<file path="config.mk">
export PLATFORM = sky130hd
export DESIGN_NAME = bitmap_block_allocator
export DESIGN_NICKNAME = d
export VERILOG_FILES = /design/src/rtl/bba_pkg.sv /design/src/rtl/bitmap_block_allocator.sv /design/src/rtl/bba_bitmap_ram.sv /design/src/rtl/bba_ctrl.sv
export SDC_FILE = /design/constraint.sdc
export NUM_CORES = 2
export LEC_CHECK = 0
export CAP_MARGIN = 20
export CORE_ASPECT_RATIO = 1.25
export CORE_UTILIZATION = 31
export DETAILED_ROUTE_END_ITERATION = 6
export DONT_BUFFER_PORTS = 1
export HOLD_SLACK_MARGIN = 0.1
export PLACE_DENSITY_LB_ADDON = 0.2
export SLEW_MARGIN = 20
export SYNTH_ARGS = -nofsm -noshare
export SYNTH_HDL_FRONTEND = slang
export SYNTH_HIERARCHICAL = 1
export SYNTH_SLANG_ARGS = --single-unit
</file>
<file path="constraint.sdc">
create_clock -name aclk -period 5.2 [get_ports aclk]
set_input_delay 0.52 -clock aclk [delete_from_list [all_inputs] [get_ports aclk]]
set_output_delay 0.52 -clock aclk [all_outputs]
set_load 0.02 [all_outputs]
</file>
<file path="src/rtl/bba_pkg.sv">
// Shared types, constants and a helper function of the bitmap block allocator.
// Depends on nothing; used by the top level, bba_ctrl and bba_checker.
package bba_pkg;

    // Field widths of the request and result items.
    localparam int MODE_W     = 2;
    localparam int BLOCK_W    = 10;
    localparam int ADDR_W     = 22;
    localparam int COUNT_W    = 11;
    localparam int BIT_IDX_W  = 5;
    localparam int BLOCK_SHIFT = 12;

    // One bitmap word holds the usage bits of 32 blocks.
    localparam logic [31:0] FULL_WORD = 32'hffff_ffff;

    typedef logic [MODE_W-1:0] mode_t;

    // Request codes.
    localparam mode_t MODE_ALLOC     = 2'd0;
    localparam mode_t MODE_FREE      = 2'd1;
    localparam mode_t MODE_MARK_USED = 2'd2;
    localparam mode_t MODE_MARK_FREE = 2'd3;

    // Result status codes.
    localparam logic STATUS_OK   = 1'b0;
    localparam logic STATUS_FULL = 1'b1;

    // Sequencer states.
    typedef enum logic [2:0] {
        ST_CLEAR,
        ST_IDLE,
        ST_SCAN,
        ST_BIT_WR,
        ST_DONE
    } state_t;

    // Result handed from the sequencer to the output register.
    typedef struct packed {
        logic                status;
        logic [BLOCK_W-1:0]  granted_block;
        logic [COUNT_W-1:0]  free_count;
    } result_t;

    // Index of the lowest set bit by halving the word five times.
    function automatic logic [BIT_IDX_W-1:0] lowest_one(input logic [31:0] v);
        logic [31:0]          x;
        logic [BIT_IDX_W-1:0] idx;
        x   = v;
        idx = '0;
        if (x[15:0] == 16'd0) begin
            idx[4] = 1'b1;
            x      = x >> 16;
        end
        if (x[7:0] == 8'd0) begin
            idx[3] = 1'b1;
            x      = x >> 8;
        end
        if (x[3:0] == 4'd0) begin
            idx[2] = 1'b1;
            x      = x >> 4;
        end
        if (x[1:0] == 2'd0) begin
            idx[1] = 1'b1;
            x      = x >> 2;
        end
        idx[0] = ~x[0];
        return idx;
    endfunction

endpackage

</file>
<file path="src/rtl/bitmap_block_allocator.sv">
// Top level of the bitmap block allocator: sequencer plus output register.
// Depends on bba_pkg and bba_ctrl.
//
//   Channel  Direction  Handshake          Payload
//   s_       in         s_valid / s_ready  s_mode, s_block_number
//   m_       out        m_valid / m_ready  m_status, m_granted_block,
//                                          m_granted_address, m_free_count
//
// After reset a clearing pass sets every bitmap word and takes no item.
// A free or mark item with a block in range passes through read, write-back and result.
// An allocate scans the bitmap one word a cycle through the single read port until a
// word holds a clear bit, reading at most WORDS words; with no block free it fails at once.
// One item is worked on at a time; a new item is taken while a finished result waits at m_.
module bitmap_block_allocator #(
    parameter int BLOCKS = 1024,
    parameter int WORDS  = 32
) (
    input  logic                         aclk,
    input  logic                         aresetn,
    input  logic                         s_valid,
    output logic                         s_ready,
    input  logic [bba_pkg::MODE_W-1:0]   s_mode,
    input  logic [bba_pkg::BLOCK_W-1:0]  s_block_number,
    output logic                         m_valid,
    input  logic                         m_ready,
    output logic                         m_status,
    output logic [bba_pkg::BLOCK_W-1:0]  m_granted_block,
    output logic [bba_pkg::ADDR_W-1:0]   m_granted_address,
    output logic [bba_pkg::COUNT_W-1:0]  m_free_count
);

    logic                         res_valid;
    logic                         res_ready;
    bba_pkg::result_t             res;

    logic                         m_valid_reg;
    bba_pkg::result_t             out_reg;

    bba_ctrl #(
        .BLOCKS (BLOCKS),
        .WORDS  (WORDS)
    ) u_ctrl (
        .aclk      (aclk),
        .aresetn   (aresetn),
        .req_valid (s_valid),
        .req_ready (s_ready),
        .req_mode  (s_mode),
        .req_block (s_block_number),
        .res_valid (res_valid),
        .res_ready (res_ready),
        .res       (res)
    );

    // The output register takes a result when it is empty or being drained.
    assign res_ready = !m_valid_reg || m_ready;

    always_ff @(posedge aclk) begin
        if (!aresetn) begin
            m_valid_reg <= 1'b0;
        end else if (res_valid && res_ready) begin
            m_valid_reg <= 1'b1;
        end else if (m_ready) begin
            m_valid_reg <= 1'b0;
        end
    end

    always_ff @(posedge aclk) begin
        if (res_valid && res_ready) begin
            out_reg <= res;
        end
    end

    // The byte address is the block number times the block size.
    assign m_valid           = m_valid_reg;
    assign m_status          = out_reg.status;
    assign m_granted_block   = out_reg.granted_block;
    assign m_granted_address = {out_reg.granted_block, {bba_pkg::BLOCK_SHIFT{1'b0}}};
    assign m_free_count      = out_reg.free_count;

endmodule

</file>
<file path="src/rtl/bba_bitmap_ram.sv">
// Bitmap word store: one write port and one read port with registered read data.
// Depends on nothing; instantiated by bba_ctrl.
module bba_bitmap_ram #(
    parameter int WORDS  = 32,
    parameter int ADDR_W = 5
) (
    input  logic              aclk,
    input  logic              wr_en,
    input  logic [ADDR_W-1:0] wr_addr,
    input  logic [31:0]       wr_data,
    input  logic              rd_en,
    input  logic [ADDR_W-1:0] rd_addr,
    output logic [31:0]       rd_data
);

    logic [31:0] mem [WORDS];
    logic [31:0] rd_data_reg;

    // Write port.
    always_ff @(posedge aclk) begin
        if (wr_en) begin
            mem[wr_addr] <= wr_data;
        end
    end

    // Read port with registered read data.
    always_ff @(posedge aclk) begin
        if (rd_en) begin
            rd_data_reg <= mem[rd_addr];
        end
    end

    assign rd_data = rd_data_reg;

endmodule

</file>
<file path="src/rtl/bba_ctrl.sv">
// Request sequencer of the block allocator: clearing pass, word scan and
// read-modify-write of single bits. Depends on bba_pkg and bba_bitmap_ram.
module bba_ctrl #(
    parameter int BLOCKS = 1024,
    parameter int WORDS  = 32
) (
    input  logic                          aclk,
    input  logic                          aresetn,
    input  logic                          req_valid,
    output logic                          req_ready,
    input  bba_pkg::mode_t                req_mode,
    input  logic [bba_pkg::BLOCK_W-1:0]   req_block,
    output logic                          res_valid,
    input  logic                          res_ready,
    output bba_pkg::result_t              res
);

    localparam int WIDX_W = (WORDS > 1) ? $clog2(WORDS) : 1;
    localparam int SIDX_W = $clog2(WORDS + 1);
    localparam int CNT_W  = $clog2(BLOCKS + 1);
    localparam int GBLK_W = WIDX_W + bba_pkg::BIT_IDX_W;

    bba_pkg::state_t              state_reg, state_next;
    logic [WIDX_W-1:0]            clr_idx_reg;
    bba_pkg::mode_t               mode_reg;
    logic [bba_pkg::BLOCK_W-1:0]  blk_reg;
    logic [SIDX_W-1:0]            issue_idx_reg;
    logic                         chk_valid_reg;
    logic [WIDX_W-1:0]            chk_idx_reg;
    logic                         status_reg;
    logic [bba_pkg::BLOCK_W-1:0]  gblk_reg;
    logic [CNT_W-1:0]             used_count_reg;

    logic                         wr_en;
    logic [WIDX_W-1:0]            wr_addr;
    logic [31:0]                  wr_data;
    logic                         rd_en;
    logic [WIDX_W-1:0]            rd_addr;
    logic [31:0]                  rd_data;

    logic                         accept;
    logic                         clr_last;
    logic                         pool_empty;
    logic                         req_in_range;
    logic                         found;
    logic                         more_words;
    logic [31:0]                  alloc_mask;
    logic [bba_pkg::BIT_IDX_W-1:0] alloc_bit;
    logic [GBLK_W-1:0]            gblk_full;
    logic [31:0]                  bit_mask;
    logic                         bit_was;
    logic                         bit_set;
    logic                         cnt_inc;
    logic                         cnt_dec;

    bba_bitmap_ram #(
        .WORDS  (WORDS),
        .ADDR_W (WIDX_W)
    ) u_ram (
        .aclk    (aclk),
        .wr_en   (wr_en),
        .wr_addr (wr_addr),
        .wr_data (wr_data),
        .rd_en   (rd_en),
        .rd_addr (rd_addr),
        .rd_data (rd_data)
    );

    // Decoded conditions of the request and of the word under test.
    assign accept       = req_valid && req_ready;
    assign clr_last     = (clr_idx_reg == WIDX_W'(WORDS - 1));
    assign pool_empty   = (used_count_reg >= CNT_W'(BLOCKS));
    assign req_in_range = ({22'd0, req_block} < 32'(BLOCKS)) &&
                          ({27'd0, req_block[bba_pkg::BLOCK_W-1:bba_pkg::BIT_IDX_W]}
                           < 32'(WORDS));
    assign found        = chk_valid_reg && (rd_data != bba_pkg::FULL_WORD);
    assign more_words   = (issue_idx_reg < SIDX_W'(WORDS));
    assign alloc_mask   = ~rd_data & (rd_data + 32'd1);
    assign alloc_bit    = bba_pkg::lowest_one(~rd_data);
    assign gblk_full    = {chk_idx_reg, alloc_bit};
    assign bit_mask     = 32'd1 << blk_reg[bba_pkg::BIT_IDX_W-1:0];
    assign bit_was      = (rd_data & bit_mask) != 32'd0;
    assign bit_set      = (mode_reg == bba_pkg::MODE_MARK_USED);

    // Next state.
    always_comb begin
        state_next = state_reg;
        unique case (state_reg)
            bba_pkg::ST_CLEAR: begin
                if (clr_last) begin
                    state_next = bba_pkg::ST_IDLE;
                end
            end
            bba_pkg::ST_IDLE: begin
                if (req_valid) begin
                    if (req_mode == bba_pkg::MODE_ALLOC) begin
                        state_next = pool_empty ? bba_pkg::ST_DONE : bba_pkg::ST_SCAN;
                    end else begin
                        state_next = req_in_range ? bba_pkg::ST_BIT_WR : bba_pkg::ST_DONE;
                    end
                end
            end
            bba_pkg::ST_SCAN: begin
                if (found || !more_words) begin
                    state_next = bba_pkg::ST_DONE;
                end
            end
            bba_pkg::ST_BIT_WR: begin
                state_next = bba_pkg::ST_DONE;
            end
            bba_pkg::ST_DONE: begin
                if (res_ready) begin
                    state_next = bba_pkg::ST_IDLE;
                end
            end
            default: begin
                state_next = bba_pkg::ST_IDLE;
            end
        endcase
    end

    // Memory controls, handshakes and count updates.
    always_comb begin
        req_ready = 1'b0;
        res_valid = 1'b0;
        wr_en     = 1'b0;
        wr_addr   = clr_idx_reg;
        wr_data   = bba_pkg::FULL_WORD;
        rd_en     = 1'b0;
        rd_addr   = issue_idx_reg[WIDX_W-1:0];
        cnt_inc   = 1'b0;
        cnt_dec   = 1'b0;
        unique case (state_reg)
            bba_pkg::ST_CLEAR: begin
                wr_en = 1'b1;
            end
            bba_pkg::ST_IDLE: begin
                req_ready = 1'b1;
                rd_en     = req_valid;
                rd_addr   = WIDX_W'(req_block >> bba_pkg::BIT_IDX_W);
            end
            bba_pkg::ST_SCAN: begin
                if (found) begin
                    wr_en   = 1'b1;
                    wr_addr = chk_idx_reg;
                    wr_data = rd_data | alloc_mask;
                    cnt_inc = 1'b1;
                end else if (more_words) begin
                    rd_en = 1'b1;
                end
            end
            bba_pkg::ST_BIT_WR: begin
                wr_addr = WIDX_W'(blk_reg >> bba_pkg::BIT_IDX_W);
                if (bit_set && !bit_was) begin
                    wr_en   = 1'b1;
                    wr_data = rd_data | bit_mask;
                    cnt_inc = 1'b1;
                end else if (!bit_set && bit_was) begin
                    wr_en   = 1'b1;
                    wr_data = rd_data & ~bit_mask;
                    cnt_dec = 1'b1;
                end
            end
            bba_pkg::ST_DONE: begin
                res_valid = 1'b1;
            end
            default: begin
                req_ready = 1'b0;
            end
        endcase
    end

    // Control state.
    always_ff @(posedge aclk) begin
        if (!aresetn) begin
            state_reg      <= bba_pkg::ST_CLEAR;
            clr_idx_reg    <= '0;
            chk_valid_reg  <= 1'b0;
            used_count_reg <= CNT_W'(BLOCKS);
        end else begin
            state_reg <= state_next;
            if (state_reg == bba_pkg::ST_CLEAR) begin
                clr_idx_reg <= clr_idx_reg + WIDX_W'(1);
            end
            if (accept) begin
                chk_valid_reg <= 1'b0;
            end else if (state_reg == bba_pkg::ST_SCAN && rd_en) begin
                chk_valid_reg <= 1'b1;
            end
            if (cnt_inc) begin
                used_count_reg <= used_count_reg + CNT_W'(1);
            end else if (cnt_dec) begin
                used_count_reg <= used_count_reg - CNT_W'(1);
            end
        end
    end

    // Request fields, scan position and result payload.
    always_ff @(posedge aclk) begin
        if (accept) begin
            mode_reg      <= req_mode;
            blk_reg       <= req_block;
            issue_idx_reg <= '0;
            gblk_reg      <= '0;
            status_reg    <= (req_mode == bba_pkg::MODE_ALLOC && pool_empty) ?
                             bba_pkg::STATUS_FULL : bba_pkg::STATUS_OK;
        end else if (state_reg == bba_pkg::ST_SCAN) begin
            if (found) begin
                gblk_reg <= bba_pkg::BLOCK_W'(gblk_full);
            end else if (more_words) begin
                issue_idx_reg <= issue_idx_reg + SIDX_W'(1);
                chk_idx_reg   <= issue_idx_reg[WIDX_W-1:0];
            end else begin
                status_reg <= bba_pkg::STATUS_FULL;
            end
        end
    end

    assign res.status        = status_reg;
    assign res.granted_block = gblk_reg;
    assign res.free_count    = bba_pkg::COUNT_W'(CNT_W'(BLOCKS) - used_count_reg);

endmodule

</file>
==> impl_metrics.yaml <==
setup_path:
  cp_slowest_cell: "o41ai_1"
  cpMostUsedCell: "nand2_1"
  critPathMaxFanout: 9
  critical_path_class: "reg2reg"
  cp.depth: 20
  critical-path-max-stage-delay_ns: 0.49
  r2r_cells: 20
  endpoint_kind: "flop"
  cp-start-kind: "flop"
  required_ns: 5.81
  path_cells: "buf_4, nor2b_1, and2_1, buf_4, nand3_1, nand2_1, a311oi_1, and4_1, ha_1, nand2_1, o21ai_0, nand2_1, ha_1, a21oi_1, o211ai_1, o41ai_1, o21ai_0, xor2_1, mux2i_1, nor2b_1"
  path_delay_family: "compound AO/OA/AOI/OAI gates"
  path_buf_inv: 2
  cp.arrival_ns: 5.25
clock_tree:
  clockBufferDepth: 3
  cts.clk_slew.worst_paths_ns: 0.07
  clk_latency_ns: 0.73
  cts_tree: "done"
  numCtsBuffers: 107
  cts-root-buf: "clkbuf_16"
  cts_setup_buffers: 0
  post_cts_resized: 0
  htreeDepth: 3
  clock_sinks: 1133
  hold_buffers: 15
route:
  drc: 0
  antenna_left: 0
  wl_per_cell_um: 26.4
  drt_iter0_drc: 1970
  vias: 25700
  via_per_inst: 5.13
  wl_um: 132000
  first_pass_iters: 5
logic_synthesis:
  yosys-top-cells-area: "edfxtp_1, mux2i_1, a21oi_1"
  netlist.area_leader.share: 0.711
  yosysUniqueCellTypes: 79
  synth_edf_count: 1096
  ys_seq_area_frac: 0.727
  synth_top_area_cell: "edfxtp_1"
  syn_area_per_cell_um2: 15.9
  yosysWarnings: 6
  syn_area_um2: 46300
  async_flop_share: 0
  synthFlopType: "edfxtp_1"
  ys_ff_latch: 1133
  netlist_instances: 2906
sta:
  drv_slew: 0
  fmax_ghz: 0.216
  worstMarginPinSlew_ns: 1.08
  fin_setup_tns_ns: 0
  hold_violations: 0
  hold_slack_ns: 0.207
  skew_ns: 0.0300
  setup_viol: 0
  slew_headroom: 0.270
  fin_crit_sh: 0.892
  worst_slack_ns: 0.563
  min_period_ns: 4.64
  rsz0062_at_grt: "false"
pwr:
  ir_drop_mv: 0.456
  p_per_area_nw_per_um2: 492
  p_leak_uw: 0.0180
job:
  max_cap_viol_count: 0
place:
  dp_slack_ns: 0.606
  portBuffers: 0
  globalplace.congestion: 0.846
  hpwl_um: 76100
die:
  die_area_um2: 151000
  floorplan.initialDensity: 0.312
  die_h_um: 434
  die_x_um: 348
  fp.coreArea_um2: 148000
  rows: 158
  design.portCount: 62
global_routing:
  grt_max_degree: 100
  grt_pass1_vias: 26200
  track_usage: 0.175
  grt_first_pass_wirelength_um: 189000
  grt.overflow.total: 0
  antenna_found_initial: 1
layout:
  nets: 3029
  largest_register_ffs: 1024
  syn_to_final_growth_pct: 15.1
  n_fill_cell: 13900
  drive_above_1_share: 0.133
worst_hold_path:
  hold_depth: 4
  hold_path.class: "in2reg"
run_status:
  outcome: "complete, no violations"
-- worst min-delay path, stage by stage --
cell	delay, ns
nor2_1	0.08
a21oi_1	0.04
nor2_1	0.16
nor3b_1	0.08
-- path summary, 6_finish.rpt --
path         slack, ns         startpoint                        to
max reg2reg       0.56  u_ctrl/blk_reg[4]  u_ctrl/used_count_reg[9]
min               0.21            s_valid       u_ctrl/state_reg[1]
max               0.56  u_ctrl/blk_reg[4]  u_ctrl/used_count_reg[9]
min reg2reg       0.42  u_ctrl/status_reg                  m_status
-- per-stage QoR --
step / area, um^2 / power [uW] / instances / util
final: 53200 / 26200 / 5004 / 0.359
after global routing: 53200 / 27200 / 5004 / 0.359
after CTS: 53200 / 26500 / 5003 / 0.359
after detailed placement: 49600 / 18700 / 4792 / 0.335
after global placement: 49600 / 18700 / 4792 / 0.335
after floorplan: 46300 / 15700 / 2917 / -
-- cell families (layout without fill, tap and decap cells) --
| kind of cell | after synthesis | count (layout) | share of synthesized area |
|---|---|---|---|
| other | 1 | 13 | 0.0000810 |
| flip-flops | 1133 | 1133 | 0.727 |
| buffers and inverters | 208 | 374 | 0.0260 |
| AND/OR/NAND/NOR | 506 | 506 | 0.0529 |
| XOR/XNOR | 25 | 25 | 0.00473 |
| multiplexers | 535 | 535 | 0.116 |
| adder cells (fa/ha/maj) | 17 | 17 | 0.00476 |
| AO/OA/AOI/OAI | 481 | 481 | 0.0685 |
-- cell type report --
| type | instances | area [um^2] | share of cell area |
|---|---|---|---|
| antenna | 1 | 2.50 | 0.0000470 |
| clock buffer | 128 | 2790 | 0.0524 |
| clock inverter | 68 | 692 | 0.0130 |
| inverter | 15 | 56.3 | 0.00106 |
| multi-input combinational | 1576 | 11900 | 0.223 |
| sequential | 1133 | 33700 | 0.632 |
| tap | 1920 | 2400 | 0.0451 |
| timing repair buffer | 163 | 1770 | 0.0333 |
-- cells in the mapped netlist (4+ instances only) --
library cell,instances
nand3b_1,6
buf_6,17
a22oi_1,108
nor2_1,100
a311oi_1,4
nor2b_1,15
a22o_1,66
and4_1,9
o21ai_0,21
ha_1,16
edfxtp_1,1096
buf_2,41
nand2b_1,6
mux2i_1,528
clkbuf_1,63
a21oi_1,189
nor3b_1,4
o211ai_1,4
buf_4,62
a221oi_1,5
and2_1,10
mux2_2,7
nand2_1,158
xor2_1,10
inv_1,15
nand4_1,12
a31oi_1,41
nand3_1,118
xnor2_1,15
buf_1,6
nor3_1,41
o21a_1,8
dfxtp_1,37
-- metal layers --
metal  track usage  wire length [um]
met2         0.307             66900
met4        0.0606              3670
met5             0                 0
met1         0.221             56000
met3        0.0220              5530
-- placed cells by master (no fill, tap or decap), types with 13 or more instances in the layout --
| cell | instances |
|---|---|
| a22o_1 | 66 |
| clkinv_1 | 19 |
| a21oi_1 | 168 |
| clkbuf_1 | 19 |
| a22oi_1 | 107 |
| o21ai_0 | 20 |
| edfxtp_1 | 1096 |
| a21oi_2 | 22 |
| buf_12 | 41 |
| mux2i_1 | 528 |
| ha_1 | 16 |
| xnor2_1 | 15 |
| clkbuf_16 | 108 |
| a31oi_1 | 36 |
| nor2_1 | 67 |
| nor2b_1 | 13 |
| dlygate4sd3_1 | 15 |
| nand3_1 | 118 |
| inv_1 | 15 |
| buf_4 | 107 |
| nor3_1 | 41 |
| dfxtp_1 | 37 |
| nand2_1 | 157 |
| nor2_4 | 34 |
| clkinv_2 | 19 |
-- power breakdown --
| group | switching, uW | internal (uW) |
|---|---|---|
| Clock | 3480 | 4350 |
| Combinational | 5170 | 2540 |
| Sequential | 264 | 10400 |
Power figures use the tool's default switching activity.
